File: config.mk
export PLATFORM = sky130hd
export DESIGN_NAME = duplicate_timestamp_interpolator
export DESIGN_NICKNAME = d
export VERILOG_FILES = /design/src/design/dti_pkg.sv /design/src/design/dti_div.sv /design/src/design/dti_held_mem.sv /design/src/design/duplicate_timestamp_interpolator.sv
export SDC_FILE = /design/constraint.sdc
export NUM_CORES = 2
export LEC_CHECK = 0
export CORE_MARGIN = 4
export CORE_UTILIZATION = 60
export CTS_CLUSTER_SIZE = 24
export DETAILED_ROUTE_END_ITERATION = 7
export DONT_BUFFER_PORTS = 1
export GPL_ROUTABILITY_DRIVEN = 0
export PLACE_DENSITY = 0.83
export SLEW_MARGIN = 20
export SYNTH_ARGS = -nofsm -noshare
export SYNTH_HDL_FRONTEND = slang
export SYNTH_SLANG_ARGS = --single-unit
File: constraint.sdc
create_clock -name i_clk -period 10.8 [get_ports i_clk]
set_clock_uncertainty 0.1 [all_clocks]
set_input_delay 2.16 -clock i_clk [delete_from_list [all_inputs] [get_ports i_clk]]
set_output_delay 2.16 -clock i_clk [all_outputs]
set_load 0.05 [all_outputs]
File: src/design/dti_pkg.sv
package dti_pkg;

    // store geometry
    localparam int HELD_DEPTH = 16;
    localparam int CNT_W      = $clog2(HELD_DEPTH + 1);
    localparam int IDX_W      = (HELD_DEPTH > 1) ? $clog2(HELD_DEPTH) : 1;
    localparam int DVS_W      = $clog2(HELD_DEPTH + 2);

    // field widths
    localparam int STAMP_W = 32;
    localparam int POS_W   = 31;
    localparam int SIZE_W  = 24;

    // divider iteration counter holds 0..STAMP_W
    localparam int DIV_CNT_W = $clog2(STAMP_W + 1);

    localparam logic [STAMP_W-1:0] STAMP_SENTINEL = '1;

    // operation codes
    localparam logic OP_ENTRY = 1'b0;
    localparam logic OP_FLUSH = 1'b1;

    // result status codes
    localparam logic STATUS_OK   = 1'b0;
    localparam logic STATUS_DROP = 1'b1;

    typedef struct packed {
        logic [POS_W-1:0]  pos;
        logic [SIZE_W-1:0] size;
        logic              key;
    } t_held;

    typedef enum logic [2:0] {
        S_IDLE,
        S_DIV,
        S_RD,
        S_EMIT,
        S_LAST
    } t_state;

endpackage

File: src/design/dti_div.sv
module dti_div import dti_pkg::*; (
    input  logic               i_clk,
    input  logic               i_rst_n,
    input  logic               i_start,
    input  logic [STAMP_W-1:0] i_dividend,
    input  logic [DVS_W-1:0]   i_divisor,
    output logic               o_done,
    output logic [STAMP_W-1:0] o_quotient
);

    logic                 r_busy, n_busy;
    logic                 r_done, n_done;
    logic [DIV_CNT_W-1:0] r_cnt, n_cnt;
    logic [DVS_W-1:0]     r_rem, n_rem;
    logic [DVS_W-1:0]     r_dvs, n_dvs;
    logic [STAMP_W-1:0]   r_quo, n_quo;
    logic [DVS_W:0]       trial;
    logic                 qbit;

    // restoring divide, one quotient bit per cycle
    always_comb begin
        n_busy = r_busy;
        n_done = 1'b0;
        n_cnt  = r_cnt;
        n_rem  = r_rem;
        n_dvs  = r_dvs;
        n_quo  = r_quo;
        trial  = {r_rem, r_quo[STAMP_W-1]};
        qbit   = (trial >= {1'b0, r_dvs});
        if (i_start) begin
            n_busy = 1'b1;
            n_cnt  = DIV_CNT_W'(STAMP_W);
            n_rem  = '0;
            n_dvs  = i_divisor;
            n_quo  = i_dividend;
        end else if (r_busy) begin
            n_rem = qbit ? DVS_W'(trial - {1'b0, r_dvs}) : trial[DVS_W-1:0];
            n_quo = {r_quo[STAMP_W-2:0], qbit};
            n_cnt = r_cnt - DIV_CNT_W'(1);
            if (r_cnt == DIV_CNT_W'(1)) begin
                n_busy = 1'b0;
                n_done = 1'b1;
            end
        end
    end

    always_ff @(posedge i_clk) begin
        if (!i_rst_n) begin
            r_busy <= 1'b0;
            r_done <= 1'b0;
            r_cnt  <= '0;
        end else begin
            r_busy <= n_busy;
            r_done <= n_done;
            r_cnt  <= n_cnt;
        end
    end

    always_ff @(posedge i_clk) begin
        r_rem <= n_rem;
        r_dvs <= n_dvs;
        r_quo <= n_quo;
    end

    assign o_done     = r_done;
    assign o_quotient = r_quo;

endmodule

File: src/design/dti_held_mem.sv
module dti_held_mem import dti_pkg::*; (
    input  logic             i_clk,
    input  logic             i_wr_en,
    input  logic [IDX_W-1:0] i_wr_addr,
    input  t_held            i_wr_data,
    input  logic [IDX_W-1:0] i_rd_addr,
    output t_held            o_rd_data
);

    t_held r_mem [HELD_DEPTH];
    t_held r_rd_data;

    always_ff @(posedge i_clk) begin
        if (i_wr_en) begin
            r_mem[i_wr_addr] <= i_wr_data;
        end
    end

    always_ff @(posedge i_clk) begin
        r_rd_data <= r_mem[i_rd_addr];
    end

    assign o_rd_data = r_rd_data;

endmodule

File: src/design/duplicate_timestamp_interpolator.sv
// operation: a repeated-stamp entry or a flush is absorbed in the accept cycle; a lone or
//   dropped entry goes to S_LAST, which registers its result; with n held entries the
//   32-step serial divider runs first, then S_RD and S_EMIT give one result per held entry
// throughput: one transaction at a time; o_stall stays high outside S_IDLE, held entries
//   are read through the registered memory, and output stalls hold S_EMIT and S_LAST back
// reset: synchronous active low; last stamp returns to the all-ones sentinel, store empty
module duplicate_timestamp_interpolator import dti_pkg::*; (
    input  logic               i_clk,
    input  logic               i_rst_n,

    // input channel
    input  logic               i_valid,
    output logic               o_stall,
    input  logic               i_op,
    input  logic [STAMP_W-1:0] i_time_stamp,
    input  logic [POS_W-1:0]   i_buffer_pos,
    input  logic [SIZE_W-1:0]  i_frame_size,
    input  logic               i_key_frame,

    // output channel
    output logic               o_valid,
    input  logic               i_stall,
    output logic [STAMP_W-1:0] o_out_time_stamp,
    output logic [POS_W-1:0]   o_out_buffer_pos,
    output logic [SIZE_W-1:0]  o_out_frame_size,
    output logic               o_out_key_frame,
    output logic               o_status,
    output logic               o_last
);

    // control state
    t_state             r_state, n_state;
    logic [STAMP_W-1:0] r_last_ts, n_last_ts;   // sentinel when no valid stamp yet
    logic [CNT_W-1:0]   r_cnt, n_cnt;           // number of held entries
    logic [IDX_W-1:0]   r_idx, n_idx;           // held entry being emitted
    logic               r_drop, n_drop;         // current transaction is a drop echo
    logic               r_up, n_up;             // new stamp above the last valid one
    logic               r_out_valid, n_out_valid;

    // payload
    logic [STAMP_W-1:0] r_in_ts, n_in_ts;
    t_held              r_in_ent, n_in_ent;
    logic [STAMP_W-1:0] r_step, n_step;         // spacing between spread stamps
    logic [STAMP_W-1:0] r_off, n_off;           // running i * step
    logic [STAMP_W-1:0] r_o_ts, n_o_ts;
    t_held              r_o_ent, n_o_ent;
    logic               r_o_status, n_o_status;
    logic               r_o_last, n_o_last;

    // helpers
    logic               ts_eq, at_sentinel, store_full, in_up, out_free;
    logic [STAMP_W-1:0] stamp_gap;

    // memory and divider hookup
    logic               mem_wr_en;
    t_held              mem_wr_data;
    t_held              mem_rd_data;
    logic               div_start;
    logic               div_done;
    logic [STAMP_W-1:0] div_quo;
    logic [DVS_W-1:0]   div_dvs;

    assign ts_eq       = (i_time_stamp == r_last_ts);
    assign at_sentinel = (r_last_ts == STAMP_SENTINEL);
    assign store_full  = (r_cnt == CNT_W'(HELD_DEPTH));
    assign in_up       = (i_time_stamp > r_last_ts);
    // magnitude of the stamp jump, direction taken from the compare
    assign stamp_gap   = in_up ? (i_time_stamp - r_last_ts) : (r_last_ts - i_time_stamp);
    // divisor is held count plus one
    assign div_dvs     = DVS_W'(r_cnt) + DVS_W'(1);
    assign out_free    = !r_out_valid || !i_stall;

    assign mem_wr_data = '{pos: i_buffer_pos, size: i_frame_size, key: i_key_frame};

    dti_held_mem u_mem (
        .i_clk     (i_clk),
        .i_wr_en   (mem_wr_en),
        .i_wr_addr (r_cnt[IDX_W-1:0]),
        .i_wr_data (mem_wr_data),
        .i_rd_addr (r_idx),
        .o_rd_data (mem_rd_data)
    );

    dti_div u_div (
        .i_clk      (i_clk),
        .i_rst_n    (i_rst_n),
        .i_start    (div_start),
        .i_dividend (stamp_gap),
        .i_divisor  (div_dvs),
        .o_done     (div_done),
        .o_quotient (div_quo)
    );

    // sequencer: next state and datapath control
    always_comb begin
        n_state     = r_state;
        n_last_ts   = r_last_ts;
        n_cnt       = r_cnt;
        n_idx       = r_idx;
        n_drop      = r_drop;
        n_up        = r_up;
        n_in_ts     = r_in_ts;
        n_in_ent    = r_in_ent;
        n_step      = r_step;
        n_off       = r_off;
        n_o_ts      = r_o_ts;
        n_o_ent     = r_o_ent;
        n_o_status  = r_o_status;
        n_o_last    = r_o_last;
        // result leaves when the downstream side takes it
        n_out_valid = r_out_valid && i_stall;
        mem_wr_en   = 1'b0;
        div_start   = 1'b0;
        o_stall     = 1'b1;

        case (r_state)
            S_IDLE: begin
                o_stall = 1'b0;
                if (i_valid) begin
                    n_in_ts  = i_time_stamp;
                    n_in_ent = mem_wr_data;
                    if (i_op == OP_FLUSH) begin
                        // drop held entries, back to the sentinel
                        n_cnt     = '0;
                        n_last_ts = STAMP_SENTINEL;
                    end else if (ts_eq) begin
                        if (at_sentinel || store_full) begin
                            // repeated sentinel or no room: echo as dropped
                            n_drop  = 1'b1;
                            n_state = S_LAST;
                        end else begin
                            mem_wr_en = 1'b1;
                            n_cnt     = r_cnt + CNT_W'(1);
                        end
                    end else begin
                        n_drop = 1'b0;
                        n_up   = in_up;
                        if (r_cnt != '0) begin
                            div_start = 1'b1;
                            n_state   = S_DIV;
                        end else begin
                            n_state = S_LAST;
                        end
                    end
                end
            end
            S_DIV: begin
                if (div_done) begin
                    n_step  = div_quo;
                    n_off   = div_quo;
                    n_idx   = '0;
                    n_state = S_RD;
                end
            end
            S_RD: begin
                // memory read of r_idx lands next cycle
                n_state = S_EMIT;
            end
            S_EMIT: begin
                if (out_free) begin
                    n_out_valid = 1'b1;
                    n_o_ts      = r_up ? (r_last_ts + r_off) : (r_last_ts - r_off);
                    n_o_ent     = mem_rd_data;
                    n_o_status  = STATUS_OK;
                    n_o_last    = 1'b0;
                    n_idx       = r_idx + IDX_W'(1);
                    n_off       = r_off + r_step;
                    if (CNT_W'(r_idx) + CNT_W'(1) == r_cnt) begin
                        n_state = S_LAST;
                    end else begin
                        n_state = S_RD;
                    end
                end
            end
            S_LAST: begin
                if (out_free) begin
                    n_out_valid = 1'b1;
                    n_o_ts      = r_in_ts;
                    n_o_ent     = r_in_ent;
                    n_o_status  = r_drop ? STATUS_DROP : STATUS_OK;
                    n_o_last    = 1'b1;
                    if (!r_drop) begin
                        // new entry becomes the reference stamp
                        n_last_ts = r_in_ts;
                        n_cnt     = '0;
                    end
                    n_state = S_IDLE;
                end
            end
            default: begin
                n_state = S_IDLE;
            end
        endcase
    end

    always_ff @(posedge i_clk) begin
        if (!i_rst_n) begin
            r_state     <= S_IDLE;
            r_last_ts   <= STAMP_SENTINEL;
            r_cnt       <= '0;
            r_idx       <= '0;
            r_drop      <= 1'b0;
            r_up        <= 1'b0;
            r_out_valid <= 1'b0;
        end else begin
            r_state     <= n_state;
            r_last_ts   <= n_last_ts;
            r_cnt       <= n_cnt;
            r_idx       <= n_idx;
            r_drop      <= n_drop;
            r_up        <= n_up;
            r_out_valid <= n_out_valid;
        end
    end

    always_ff @(posedge i_clk) begin
        r_in_ts    <= n_in_ts;
        r_in_ent   <= n_in_ent;
        r_step     <= n_step;
        r_off      <= n_off;
        r_o_ts     <= n_o_ts;
        r_o_ent    <= n_o_ent;
        r_o_status <= n_o_status;
        r_o_last   <= n_o_last;
    end

    assign o_valid          = r_out_valid;
    assign o_out_time_stamp = r_o_ts;
    assign o_out_buffer_pos = r_o_ent.pos;
    assign o_out_frame_size = r_o_ent.size;
    assign o_out_key_frame  = r_o_ent.key;
    assign o_status         = r_o_status;
    assign o_last           = r_o_last;

    // held count stays within the store
    a_cnt_bound: assert property (@(posedge i_clk) disable iff (!i_rst_n)
        r_cnt <= CNT_W'(HELD_DEPTH))
        else $error("held count beyond store depth");

    // a dropped entry is always the final result of its transaction
    a_drop_last: assert property (@(posedge i_clk) disable iff (!i_rst_n)
        (o_valid && o_status == STATUS_DROP) |-> o_last)
        else $error("drop result not marked last");

    // the divider only finishes while the sequencer waits for it
    a_div_done: assert property (@(posedge i_clk) disable iff (!i_rst_n)
        div_done |-> (r_state == S_DIV))
        else $error("divider done outside divide wait");

    // emission only starts from a nonempty store
    a_emit_nonempty: assert property (@(posedge i_clk) disable iff (!i_rst_n)
        (r_state == S_RD) |-> (r_cnt != '0))
        else $error("emitting from empty store");

endmodule
### After elaboration in Yosys (flattened, before gate mapping)

Memory sizes are Yosys's and may differ from the RTL's. A register that Yosys moved wholly into a read port is not among the register bits.
Cells that the tools add are included.

* add/sub/neg operators: 10
* order comparisons: 2
* eq/ne operators: 20
* multiplexer cells: 68
* bitwise operators: 4
* reductions and logical operators: 23

Operators with widths (count)
* two-way mux 32 bit: 12
* one-hot mux 32 bit (2 select lines): 3
* two-way mux 56 bit: 2
* one-hot mux 56 bit (2 select lines): 1
* subtractor 32 bit: 3
* adder 32 bit: 2
* two-way mux 5 bit: 7
* equality test 32 bit: 1
* equality test 32 bit (second input constant): 1
* > comparator 32 bit: 1
* two-way mux 3 bit: 9
* two-way mux 1 bit: 25
* one-hot mux 3 bit (5 select lines): 1
* two-way mux 6 bit: 2
* inequality test 2 bit (second input constant): 6
* AND reduction 6 bit: 2
* one-hot mux 5 bit (2 select lines): 1
* inequality test 3 bit (second input constant): 3
* two-way mux 4 bit: 2
* one-hot mux 4 bit (2 select lines): 1
* AND reduction 4 bit: 2
* nonzero test 2 bit: 4
* equality test 3 x 2 -> 1 bit (second input constant): 2
* equality test 6 x 1 -> 1 bit (second input constant): 1
* other kinds (23): 33

* flip-flop bits (word level): 339
* bits in writable memories: 896
* input port bits: 93
* output and inout bits: 92
* word-level logic and storage cells: 154
* memories: 1

Memory list
* u_mem.r_mem: words 16, width 56, rd ports 1, clocked after Yosys merged registers in 1, wr ports 1, line dti_held_mem.sv:10 `t_held r_mem [HELD_DEPTH];`

### Longest topological paths before layout

* depth after elaboration: 9
* mapped depth: 22
* depth with buffers taken out: 21

### Hierarchy

A second synthesis with hierarchy kept.

* cell total of the unflattened synthesis: 3491
* area total of the unflattened synthesis: 54933.9 sq um

By module, submodules not included
* dti_held_mem: instances 1, cells each 1445, area an instance 34678.3 sq um, seq. area each 28026.9 sq um
* duplicate_timestamp_interpolator: instances 1, cells each 1883, area an instance 17981.0 sq um, seq. area each 8207.9 sq um
* dti_div: instances 1, cells each 163, area an instance 2274.7 sq um, seq. area each 1371.3 sq um

### Worst setup path after synthesis

No wires, ideal clock.

* path type: input-to-reg
* start: input i_time_stamp[14]
* end: memory u_mem.r_mem[0][0] (netlist name) (enable)
* library setup time: 0.539 ns
* arrival time: 7.843 ns
* data required time: 10.161 ns
* path slack: 2.319 ns
* stages: 9
* buffers on the path: 1
* path through: inv_1 > ha_1 > buf_4 > nand4_1 > or4_4 > nor4_4 > and3_1 > nand2_1 > nor3_1

* cells in the longest elaborated chain, start to end: 7

Ends and longest elaborated chain
* from (decl): line duplicate_timestamp_interpolator.sv:15 `input logic [STAMP_W-1:0] i_time_stamp,`
* equality test 32 bit: line duplicate_timestamp_interpolator.sv:63 `assign ts_eq = (i_time_stamp == r_last_ts);`
* two-way mux 1 bit: line duplicate_timestamp_interpolator.sv:126 `end else if (ts_eq) begin`
* two-way mux 1 bit: line duplicate_timestamp_interpolator.sv:122 `if (i_op == OP_FLUSH) begin`
* two-way mux 1 bit: line duplicate_timestamp_interpolator.sv:119 `if (i_valid) begin`
* two-way mux 1 bit: line duplicate_timestamp_interpolator.sv:116 `case (r_state)`
* two-way mux 1 bit: line dti_held_mem.sv:14 `if (i_wr_en) begin`
* two-way mux 1 bit (not written as such): line dti_held_mem.sv:15 `r_mem[i_wr_addr] <= i_wr_data;`
* to (decl): line dti_held_mem.sv:10

Every way passes these cells.

### Final worst setup path

* start: input i_time_stamp[12]
* end: memory u_mem.r_mem[3][55] (netlist name) (enable)

The elaborated chain is that of the path after synthesis.

==> results.md <==
* Clock Tree Buf Depth at 3
* # fillers at 5592
* Commonest cells in the netlist: edfxtp_1, nand2_1, mux4_2
* Hold WS at 0.364 ns
* Switching portion of total power at 0.238
* Worst skew pair latency at 0.73 ns
* Top cells by area, synth: edfxtp_1, mux4_2, dfxtp_1, ha_1, nand2_1
* Row Count at 110
* Hold Vio Cnt, Final at 0
* Root buffer cell: clkbuf_16
* Final slew viol count at 0
* Period utilization at 0.575
* Largest net degree at the start of global routing at 100
* Final net count at 3724
* Die X at 311 um
* Area grow syn2layout at 10.2%
* DIE AREA at 96900 um2
* Synth area leader: edfxtp_1
* Via count at 32496
* Synth Flop Type: edfxtp_1
* Routed WL at 147 mm
* Syn_nets at 3724
* Crit path required time at 11.05 ns
* Clock share of power at 0.417
* GRT Overall Usage at 0.301
* Sequential share of the synthesized area at 0.682
* Crit path DAT at 6.46 ns
* Pwr Density at 182 nW/um2
* TritonCTS clock tree: done
* Yosys Warn Count at 0
* Flop-to-flop setup slack at 5.31 ns
* Combinational power share at 0.057
* Die height at 311 um
* Antenna violations before repair at 1
* P_int at 8.45 mW
* CP Launch Type: primary input
* Run status: finished clean
* Crit path max fanout at 46
* Post-CTS resize count at 0
* Setup Crit Path Kind: primary input to register
* Hold WC Path Type: register to register
* I/O Buffers at 0
* Routed len/inst at 30.9 um
* Final antenna-violating net count at 0
* Hold-fix buffers at CTS at 0
* Remaining Overflow, GRT at 0
* Max VDD drop at 0.289 mV
* Mean post-synth cell area at 15.8 um2
* MaxCap Viol Count at 0
* Post-DP HPWL at 81.1 mm
* Final min period at 6.21 ns
* Worst-Margin Slew at 1.18 ns
* Core ar. at 90600 um2
* Starting DRT DRC Count at 4305
* Ys async rst share at 0
* Crit end category: register
* Sequential share of power at 0.526
* Clk sinks at 1291
* Global-route wire length before repair at 218 mm
* Synthesized cell area at 55200 um2
* Initial Util at 0.609
* CTS Buf Count at 121
* H-tree depth at 3
* Setup Buffers After CTS at 0
* P_leak at 20.6 nW
* Vias per inst at 6.82
* EDFF count, synth at 1175
* Final setup viols at 0
* DP Worst Slack at 3.88 ns
* Post-route setup TNS at 0 ns
* Synth unique cells at 83
* Worst-path clk slew at 0.07 ns
* DRC viols at 0
* RSZ-0062 raised after global routing: false
* Max Fclk at 161 MHz
* P_sw at 2.64 mW
* #FFs+latches synth at 1291
* Layout cells sized above 1 at 0.158
* Drt pass-1 iters at 8
* Final WS setup at 4.59 ns
* Syn Inst Count at 3483
* Max transition margin at 0.215
* Num ports at 185
* Most common cell in the netlist: edfxtp_1
* Vias in the first global route at 32383
* Area share of the largest cell type after synthesis at 0.640
kinds of logic (layout without fill, tap and decap cells):
group,Yosys count,in the layout,share of synthesized area
AO/OA/AOI/OAI,561,561,0.0627
XOR/XNOR,121,121,0.0192
adder cells (fa/ha/maj),148,148,0.0342
buffers and inverters,285,392,0.0206
flip-flops,1291,1291,0.682
multiplexers,303,303,0.119
other,0,2,0
AND/OR/NAND/NOR,774,774,0.0629
layer usage:
layer / part of all wire / wire length, um / vias up / GRT usage
li1: - / - / 13469 / -
met1: 0.35 / 52100 / 16410 / 0.394
met2: 0.51 / 74600 / 2224 / 0.509
met3: 0.093 / 13700 / 391 / 0.0563
met4: 0.046 / 6730 / 2 / 0.113
met5: 0.000088 / 13 / - / 0
cell type report:
class | count | area (um2) | area share
antenna | 2 | 5.00 | 0.0000823
clock buffer | 148 | 3230 | 0.0532
clock inverter | 82 | 1040 | 0.0171
inverter | 117 | 442 | 0.00726
multi-input combinational | 1907 | 16600 | 0.273
sequential | 1291 | 37600 | 0.619
tap | 1176 | 1470 | 0.0242
timing repair buffer | 45 | 403 | 0.00663
power groups by stage:
stage / registers (mW) / clock network [mW] / logic [mW]
2_1_floorplan: 5.91 / 0 / 0.435
3_3_place_gp: 5.94 / 0 / 0.596
3_5_place_dp: 5.94 / 0 / 0.608
4_1_cts: 5.83 / 4.65 / 0.620
5_1_grt: 5.84 / 4.90 / 0.689
6_report: 5.83 / 4.63 / 0.634
cell usage in the layout (no fill, tap or decap), drive strengths merged, types with 16 or more instances in the layout:
master     n
a211oi    20
a21o      54
a21oi    179
a31oi     16
buf       45
bufinv    22
clkbuf   148
clkinv    56
dfxtp    116
edfxtp  1175
ha       143
inv      119
mux4     280
nand2    347
nand2b    18
nand3     30
nand4     28
nor2     182
nor2b     19
nor3      66
o21ai    163
o21bai    29
xnor2     61
xor2      60
final timing paths:
| path | from | end | depth (start not counted) |
|---|---|---|---|
| max reg2reg | r_off[4]$_DFFE_PP_ | o_out_time_stamp[31]$_DFFE_PP_ | 13 |
| min | u_div.o_quotient[20]$_DFFE_PP_ | r_step[20]$_DFFE_PP_ | 0 |
| max | i_time_stamp[12] | u_mem.r_mem[3][55]$_DFFE_PP_ | 9 |
| min reg2reg | u_div.o_quotient[20]$_DFFE_PP_ | r_step[20]$_DFFE_PP_ | 0 |
registers in the layout, indices dropped and copies added (netlist names), 31 cells and up:
register	flops
r_in_ts	32
r_step	32
u_mem.r_mem	896
u_mem.o_rd_data	56
r_in_ent	56
r_last_ts	32
r_off	32
o_out_buffer_pos	31
u_div.o_quotient	32
o_out_time_stamp	32
critical path, stage by stage:
cell,delay [ns]
inv_1,0.02
ha_1,0.45
nand4_1,0.22
or4_4,0.64
nor4_4,0.52
and3_1,0.42
nand2_1,0.26
nor3_2,0.88
buf_4,0.79
per-stage QoR:
| step | total power [mW] | utilization | instance area, um2 | instances |
|---|---|---|---|---|
| 3_5_place_dp | 6.54 | 0.623 | 56400 | 4533 |
| 5_1_grt | 11.4 | 0.671 | 60800 | 4766 |
| 6_report | 11.1 | 0.671 | 60800 | 4768 |
| 2_1_floorplan | 6.34 | - | 55200 | 3483 |
| 3_3_place_gp | 6.53 | 0.623 | 56400 | 4533 |
| 4_1_cts | 11.1 | 0.670 | 60700 | 4763 |
(Power assumes the default switching activity.)
